## config.mk

```make
export PLATFORM = sky130hd
export DESIGN_NAME = hmap_ctrl
export DESIGN_NICKNAME = d
export VERILOG_FILES = /design/src/hw/rtl/hmap_pkg.sv /design/src/hw/rtl/hmap_ctrl.sv
export SDC_FILE = /design/constraint.sdc
export NUM_CORES = 1
export LEC_CHECK = 0
export ABC_AREA = 1
export BUFFER_PORTS_ARGS = -buffer_cell sky130_fd_sc_hd__buf_2
export CORE_AREA = 2 2 39 41
export CTS_CLUSTER_DIAMETER = 50
export DETAILED_ROUTE_END_ITERATION = 12
export DIE_AREA = 0 0 41 43
export SYNTH_ARGS = -nofsm -noshare
export SYNTH_HDL_FRONTEND = slang
export SYNTH_SLANG_ARGS = --single-unit
```

## constraint.sdc

```tcl
create_clock -name clk -period 1.61 [get_ports clk]
set_input_delay 0.322 -clock clk [delete_from_list [all_inputs] [get_ports clk]]
set_output_delay 0.322 -clock clk [all_outputs]
set_load 0.02 [all_outputs]
```

## src/hw/rtl/hmap_pkg.sv

```systemverilog
// hmap_pkg: shared types and constants of the chained hash map.
// Item structs, operation codes, controller states, and the controller-to-datapath
// command and status structs. Has no dependencies.
package hmap_pkg;

	localparam int NUM_ENTRIES_DEF     = 1024;
	localparam int MAX_BUCKET_BITS_DEF = 11;
	localparam int MIN_BUCKET_BITS     = 7;
	localparam int BUCKET_BITS_RST     = 11;

	localparam logic [1:0] OP_LOOKUP = 2'd0;
	localparam logic [1:0] OP_INSERT = 2'd1;
	localparam logic [1:0] OP_DELETE = 2'd2;

	typedef struct packed {
		logic [1:0]  operation;
		logic [63:0] tag_part_a;
		logic [63:0] tag_part_b;
		logic [31:0] tag_part_c;
		logic [31:0] hash_value;
		logic [9:0]  slot_index;
	} req_t;

	typedef struct packed {
		logic       found;
		logic [9:0] match_index;
		logic       status;
	} rsp_t;

	typedef enum logic [2:0] {
		ST_CLEAR,
		ST_IDLE,
		ST_RD_HEAD,
		ST_CHK_HEAD,
		ST_CMP,
		ST_INS
	} state_t;

	typedef struct packed {
		logic clr_step;
		logic load_req;
		logic head_rd;
		logic walk_start;
		logic walk_next;
		logic del_unlink;
		logic ins_write;
		logic finish;
		logic hit;
	} cmd_t;

	typedef struct packed {
		logic       clr_last;
		logic [1:0] op;
		logic       head_empty;
		logic       hit;
		logic       chain_end;
		logic       slot_ok;
	} sts_t;

endpackage

```

## src/hw/rtl/hmap_ctrl.sv

```systemverilog
// hmap_ctrl: controller state machine of the hash map.
// Sequences the head clear, head read, chain walk and updates. Uses hmap_pkg.
module hmap_ctrl (
	input  logic           clk,
	input  logic           arst_n,
	input  logic           start,
	input  hmap_pkg::sts_t sts,
	output hmap_pkg::cmd_t cmd,
	output logic           busy
);
	import hmap_pkg::*;

	state_t state_q, state_d;

	always_ff @(posedge clk or negedge arst_n) begin
		if (!arst_n) begin
			state_q <= ST_CLEAR;
		end else begin
			state_q <= state_d;
		end
	end

	always_comb begin
		state_d = state_q;
		cmd     = '0;
		busy    = 1'b1;
		unique case (state_q)
			ST_CLEAR: begin
				cmd.clr_step = 1'b1;
				if (sts.clr_last) begin
					state_d = ST_IDLE;
				end
			end
			ST_IDLE: begin
				busy = 1'b0;
				if (start) begin
					cmd.load_req = 1'b1;
					state_d      = ST_RD_HEAD;
				end
			end
			ST_RD_HEAD: begin
				if (sts.op != OP_LOOKUP && sts.op != OP_INSERT && sts.op != OP_DELETE) begin
					cmd.finish = 1'b1;
					state_d    = ST_IDLE;
				end else begin
					cmd.head_rd = 1'b1;
					state_d     = ST_CHK_HEAD;
				end
			end
			ST_CHK_HEAD: begin
				cmd.walk_start = 1'b1;
				if (!sts.head_empty) begin
					state_d = ST_CMP;
				end else if (sts.op == OP_INSERT && sts.slot_ok) begin
					state_d = ST_INS;
				end else begin
					cmd.finish = 1'b1;
					state_d    = ST_IDLE;
				end
			end
			ST_CMP: begin
				if (sts.hit) begin
					cmd.del_unlink = (sts.op == OP_DELETE);
					cmd.finish     = 1'b1;
					cmd.hit        = 1'b1;
					state_d        = ST_IDLE;
				end else if (!sts.chain_end) begin
					cmd.walk_next = 1'b1;
				end else if (sts.op == OP_INSERT && sts.slot_ok) begin
					state_d = ST_INS;
				end else begin
					cmd.finish = 1'b1;
					state_d    = ST_IDLE;
				end
			end
			ST_INS: begin
				cmd.ins_write = 1'b1;
				cmd.finish    = 1'b1;
				state_d       = ST_IDLE;
			end
			default: begin
				state_d = ST_IDLE;
			end
		endcase
	end

endmodule

```

# ---- After elaboration in Yosys (flattened, before gate mapping)
# Index checks and enable logic that the tools add are counted.
dict set report word_totals {
  ff_bits 3
  ram_bits 0
  elab_cells 47
  rom_bits 0
  mem_count 0
  latch_bits 0
  input_bits 10
  output_inout_bits 10
}
dict set report classes {
  mux 28
  order_cmp 0
  bitwise 0
  addsub 0
  n_div 0
  eq_ne 12
  n_shift 0
  reduce_logical 6
  mul 0
}
# cell n
set op_table {}
lappend op_table {{$mux W1} 18}
lappend op_table {{$mux W3} 6}
lappend op_table {{$pmux W3 S5} 1}
lappend op_table {{$eq A3 B2 Y1 const B} 2}
lappend op_table {{$eq A3 B3 Y1 const B} 2}
lappend op_table {{$ne A2 B2 Y1 const B} 3}
lappend op_table {{$mux W2} 2}
lappend op_table {{$pmux W1 S4} 1}
lappend op_table {{$eq A3 B1 Y1 const B} 1}
lappend op_table {{$logic_and A1 B1 Y1} 3}
lappend op_table {{$logic_not A3 Y1} 1}
lappend op_table {{$ne A3 B3 Y1 const B} 1}
lappend op_table {{$reduce_and A3 Y1} 1}
lappend op_table {{$eq A2 B1 Y1 const B} 1}
lappend op_table {{$eq A2 B2 Y1 const B} 1}
lappend op_table {{$ne A2 B1 Y1 const B} 1}
lappend op_table {{$reduce_bool A2 Y1} 1}

# ---- Logic depth before layout (Yosys ltp)
# Gate-level depths: netlist of the first run.
dict set report depth {
  word_depth 6
  depth_mapped 7
  mapped_depth_nobuf 7
}

# ---- Worst setup path after synthesis of the first run
# OpenSTA, ideal clock, no wires.
dict set report synth_timing {
  kind {register to output}
  from {register state_q[0]}
  to {output port cmd[3] (netlist bit)}
  required_ns 1.288
  n_path_buf 0
  path_stages_with_launch 4
  arrival_time_ns 1.365
  slack_ns -0.077
  cell_sequence {dfrtp_1 > nor2_1 > nand2_2 > nor4_1}
}
# element line
set synth_rtl {}
lappend synth_rtl {{start, declared} hmap_ctrl.sv:13} ;# state_t state_q, state_d;
lappend synth_rtl {{start signal, assigned} hmap_ctrl.sv:19} ;# state_q <= state_d;
lappend synth_rtl {{end, declared} hmap_ctrl.sv:8} ;# output hmap_pkg::cmd_t cmd,

==> results.md, run 1 <==
* Outcome: finished clean
* Crit-path cells: inv_4 -> nand2_4 -> nor2_4 -> nand3_2 -> nand4_1 -> buf_4
* Die area at 1760 um2
* Maximum vdd drop at 501 uV
* Fin crit share at 0.973
* Sw Ratio at 0.479
* Static Leakage at 0.347 nW
* Pwr Density at 1690 nW/um2
* MaxCap Viol Count at 0
* Hpwl dp at 706 um
* Hold Path Class: primary input to asynchronous set/reset pin
* Adder-cell share of the synthesized area at 0
* Synth Cell Area at 310 um2
* Sequential power share at 0.160
* Starting DRT DRC Count at 1
* CTS tree: yes
* Setup TNS at 0 ns
* Arr. time, crit path at 1.24 ns
* Clk pin slew, worst setup/hold paths at 0.04 ns
* Routed Antenna Nets at 0
* Max FFs per register at 3
* Yosys warns at 0
* Per-cell routed wire length at 9.97 um
* Post-synthesis cell type count at 16
* Pre-CTS setup slack at 0.129 ns
* RSZ-0062 raised after global routing: true
* Clock sink count at 3
* H-tree Lvls at 1
* CP max-delay cell: dfrtp_2
* Fin. max-slew vios at 0
* Row cnt at 14
* FF+latch count, synth at 3
* Final setup fails at 0
* Placer Congestion at 0.762
* Mux contribution to synthesized area at 0
* Startpoint Class: register
* Avg Cell Area, Syn at 5.85 um2
* Switching power at 0.482 mW
* # IOs at 20
* Largest net degree at the start of global routing at 6
* Initial Utilization at 0.224
* Area Overhead vs Synth at 92.3%
* Drt drc at 0
* Simple-gate share of the synthesized area at 0.605
* Nature of the critical path endpoint: primary output
* Total detailed-routing wirelength at 1010 um
* Area after DPL at 439 um2
* Critical Setup Path Class: register to primary output
* Max Freq at 638 MHz
* Hold Fails Final Rpt at 0
* Core area at 1380 um2
* Most common cell after layout, fill and taps aside: buf_2
* Vias in the first global route at 407
* Initial antenna violation count at 0
* Fraction of layout cells with a size suffix above 1 at 0.541
* Die H at 43 um
* Total gr overflow at 0
* CP required at 1.29 ns
* Synthesized Nets at 63
* Cts bufs inserted at 3
* TritonRoute pass-1 iters at 3
* Input/output buffers at 19
* Gate power share at 0.709
* Nets at 96
* Relative slew slack at 0.852
* Clock tree root buffer cell: clkbuf_4
* Clock period minus worst slack at 1.57 ns
* Most frequent cells in the layout: buf_2 (14), buf_4 (11), nand2_1 (10)
* Reg2Reg Launch Point: state_q[0]$_DFFE_PN0P_
* Hold Slack at 0.410 ns
* Largest family of logic cells by synthesized area: simple AND/OR/NAND/NOR gates
* Post-Synth XOR/XNOR Area at 0
* Cell Int Power at 0.524 mW
* Biggest regs: state_q (3)
* Die width at 41 um
* CP max FO at 4
* Worst-Skew Late Latency at 0.23 ns
* First-pass GRT wire length at 1430 um
* Diodes inserted at 0
* Largest stage delay on the critical path at 0.45 ns
* DR vias/cell at 4.40
* Max Root-Sink Buffers at 2
* Top reg by flops: state_q
* Post-route cell area at 597 um2
* Synthesized instance count at 53
* Via count at 444
* Compound-Gate Fraction of Synth Area at 0.0323
* Sequential share of the synthesized area at 0.242
* Worst-Margin Slew at 0.221 ns
* Worst Setup Slack, final at 0.0436 ns
* Clock Power Share at 0.131
* Gr usage total at 0.123
* Worst Skew at 0.00511 ns
* Critical path origin: state_q[2]$_DFFE_PN0P_
stage by stage:
stage / std cells / util / power [mW]
2_1_floorplan: 53 / - / 0.473
6_report: 101 / 0.431 / 1.01
5_1_grt: 101 / 0.431 / 1.10
3_5_place_dp: 89 / 0.317 / 0.627
4_1_cts: 98 / 0.388 / 0.896
3_3_place_gp: 89 / 0.317 / 0.619
Yosys cell counts:
| library cell | instances | area share |
|---|---|---|
| nor2_1 | 10 | 0.12 |
| nand3_1 | 6 | 0.097 |
| and2_1 | 1 | 0.020 |
| o21ai_0 | 1 | 0.016 |
| inv_2 | 2 | 0.024 |
| nand4_1 | 2 | 0.040 |
| nand3_2 | 2 | 0.065 |
| nor2_2 | 2 | 0.040 |
| nand2_2 | 1 | 0.020 |
| a21oi_1 | 1 | 0.016 |
| nor3_2 | 1 | 0.032 |
| nor4_1 | 1 | 0.020 |
| nor3_1 | 1 | 0.016 |
| inv_1 | 8 | 0.097 |
| dfrtp_1 | 3 | 0.24 |
| nand2_1 | 11 | 0.13 |
final timing paths:
path | endpoint | slack (ns) | cells past startpoint
hold / removal | state_q[1]$_DFFE_PN0P_ | 0.41 | 2
hold reg to reg | state_q[2]$_DFFE_PN0P_ | 0.76 | 4
setup / recovery | cmd[1] | 0.04 | 6
setup reg to reg | state_q[1]$_DFFE_PN0P_ | 0.45 | 7
min in group clk | state_q[2]$_DFFE_PN0P_ | 0.42 | 4
max in group asynchronous | state_q[2]$_DFFE_PN0P_ | 1.08 | 2
final cells by class:
cell class                      count  area, um2
Clock buffer                        4       26.3
Fill cell                         146        787
Timing Repair Buffer               28        185
Inverter                           10       42.5
Sequential cell                     3       77.6
Multi-Input combinational cell     40        245
Tap cell                           16       20.0
logic make-up (layout without fill, tap and decap cells):
| logic type | Yosys count | count (layout) |
|---|---|---|
| buffers and inverters | 10 | 42 |
| AOI/OAI and AO/OA | 2 | 2 |
| and+or+nand+nor | 38 | 38 |
| DFF | 3 | 3 |
routing by layer:
metal  GRT usage  share of wire
met2       0.191           0.57
met5           0              0
met1       0.140           0.39
met3           0          0.047
met4       0.120              0
power by group through the flow:
stage | Clock, mW | Sequential, mW | Combinational [mW]
after global placement | 0 | 0.139 | 0.479
after CTS | 0.137 | 0.150 | 0.609
after detailed placement | 0 | 0.141 | 0.486
final | 0.132 | 0.161 | 0.713
after floorplan | 0 | 0.151 | 0.321
after global routing | 0.147 | 0.167 | 0.784
what timing repair did:
action | in CTS | in global routing
setup buffers | 4 | 3
hold endpoints to repair | 3 | 0
pin swaps | 3 | 5
hold buffers | 1 | 0
gates resized for setup | 9 | 12
endpoints found under the setup margin | 3 | 5
worst max-delay path: cells and delay by family (launching register included):
kind / cells / cell delay, ns
buffers and inverters: 2 / 0.24
AND/OR/NAND/NOR: 4 / 0.32
flip-flops: 1 / 0.45
Note: power is estimated with default switching activity, not from simulation.
==> inputs of run 2 (changes only) <==
- clock period: 1.61 -> 1.65 ns (I/O delays scaled with it)
==> run 2 against run 1 <==
Against the previous run: sequential power down 2%; design area down 0.84%; clock power shrank 4%; via count grew 0.23%; first-iteration DRC count grew to 5.0 times the previous value; cell count did not move; critical path type unchanged; critical endpoint unchanged; largest cell class unchanged; largest power group unchanged; highest routed layer unchanged.
==> results.md, run 2 (synthesized netlist as in run 1, its figures left out) <==
* Die width at 41 um
* Static Leakage at 0.346 nW
* Outcome: finished clean
* Worst-Skew Late Latency at 0.23 ns
* Gr usage total at 0.117
* Most common cell after layout, fill and taps aside: buf_2
* CTS tree: yes
* Max Root-Sink Buffers at 2
* Startpoint Class: register
* Most frequent cells in the layout: buf_2 (17), nand2_1 (10), nor2_1 (8), inv_1 (8), buf_4 (8)
* Routed Antenna Nets at 0
* Clk pin slew, worst setup/hold paths at 0.04 ns
* Setup TNS at 0 ns
* Fin crit share at 0.965
* DR vias/cell at 4.41
* Biggest regs: state_q (3)
* Nature of the critical path endpoint: primary output
* H-tree Lvls at 1
* Core area at 1380 um2
* Relative slew slack at 0.803
* Fin. max-slew vios at 0
* Total gr overflow at 0
* Input/output buffers at 19
* Via count at 445
* Area after DPL at 439 um2
* Per-cell routed wire length at 9.75 um
* Non-filler cells, final at 101
* # placed instances at 89
* Nets at 96
* Initial Utilization at 0.224
* Diodes inserted at 0
* Max FFs per register at 3
* Hold Fails Final Rpt at 0
* Cts bufs inserted at 3
* Post-route cell area at 592 um2
* Placer Congestion at 0.762
* MaxCap Viol Count at 0
* First-pass GRT wire length at 1350 um
* Worst-Margin Slew at 0.295 ns
* Vias in the first global route at 385
* # IOs at 20
* Critical Setup Path Class: register to primary output
* Worst Skew at 0.00366 ns
* TritonRoute pass-1 iters at 4
* Area Overhead vs Synth at 90.7%
* Worst Setup Slack, final at 0.0582 ns
* RSZ-0062 raised after global routing: true
* Die H at 43 um
* Die area at 1760 um2
* CP max FO at 4
* Maximum vdd drop at 500 uV
* R2R cell count at 7
* Pwr Density at 1630 nW/um2
* Pwr Total at 0.962 mW
* Arr. time, crit path at 1.26 ns
* Hpwl dp at 706 um
* Top reg by flops: state_q
* Clock sink count at 3
* Hold Path Class: primary input to asynchronous set/reset pin
* Largest net degree at the start of global routing at 6
* Clock period minus worst slack at 1.59 ns
* Pre-CTS setup slack at 0.161 ns
* Clock tree root buffer cell: clkbuf_4
* Fraction of layout cells with a size suffix above 1 at 0.541
* Drt drc at 0
* Total detailed-routing wirelength at 985 um
* CP required at 1.32 ns
* Starting DRT DRC Count at 5
* Final setup fails at 0
* Max Freq at 628 MHz
* Initial antenna violation count at 0
* Row cnt at 14
-- run 2: changes by cell type in the layout (fill, tap and decap cells not counted) --
cell    change
buf_2       +3
nor2_2      -1
inv_4       -1
nor2_4      +1
inv_2       +1
buf_4       -3
-- run 2: worst paths after layout --
kind | start | end | slack (ns)
max in group asynchronous | arst_n | state_q[2]$_DFFE_PN0P_ | 1.11
min in group clk | start | state_q[0]$_DFFE_PN0P_ | 0.43
min reg2reg | state_q[1]$_DFFE_PN0P_ | state_q[0]$_DFFE_PN0P_ | 0.70
min | arst_n | state_q[1]$_DFFE_PN0P_ | 0.42
max | state_q[2]$_DFFE_PN0P_ | cmd[1] | 0.06
max reg2reg | state_q[0]$_DFFE_PN0P_ | state_q[1]$_DFFE_PN0P_ | 0.48
-- run 2: report_power, final --
group / total [mW] / switching [mW] / internal [mW]
Clock: 0.127 / 0.0368 / 0.0905
Sequential: 0.157 / 0.0484 / 0.108
Combinational: 0.678 / 0.383 / 0.295
Total: 0.962 / 0.468 / 0.494
-- run 2: layout make-up --
class	count	area, um2
fill	142	792
timing repair buffer	28	178
multi-input combinational	40	250
tap	16	20.0
inverter	10	40.0
sequential	3	77.6
clock buffer	4	26.3
-- run 2: metrics by stage --
step	hold slack [ns]	util
after detailed placement	0.127	0.317
after global routing	0.416	0.428
after global placement	0.126	0.317
after CTS	0.418	0.371
after floorplan	0.0344	-
final	0.422	0.428
-- run 2: per-layer routing --
layer,vias up,part of all wire,global-route usage
met3,0,0.040,0
li1,231,-,-
met2,12,0.57,0.172
met1,202,0.39,0.139
met5,-,0,0
met4,0,0,0.120
-- run 2: what timing repair did --
action                                 CTS  global route
buffers inserted                         3             4
setup endpoints to repair                2             4
pin swaps                                1             8
endpoints found under the hold margin    3             0
hold buffers                             1             0
resized for setup                        5            13
gates cloned                             0             0
-- run 2: worst max-delay path: stages (launching register included) --
cell and delay, ns:
dfrtp_2 0.46, buf_6 0.15, nand2_4 0.08, nor2_4 0.03, nand2_1 0.07, nand4_1 0.08, buf_4 0.17
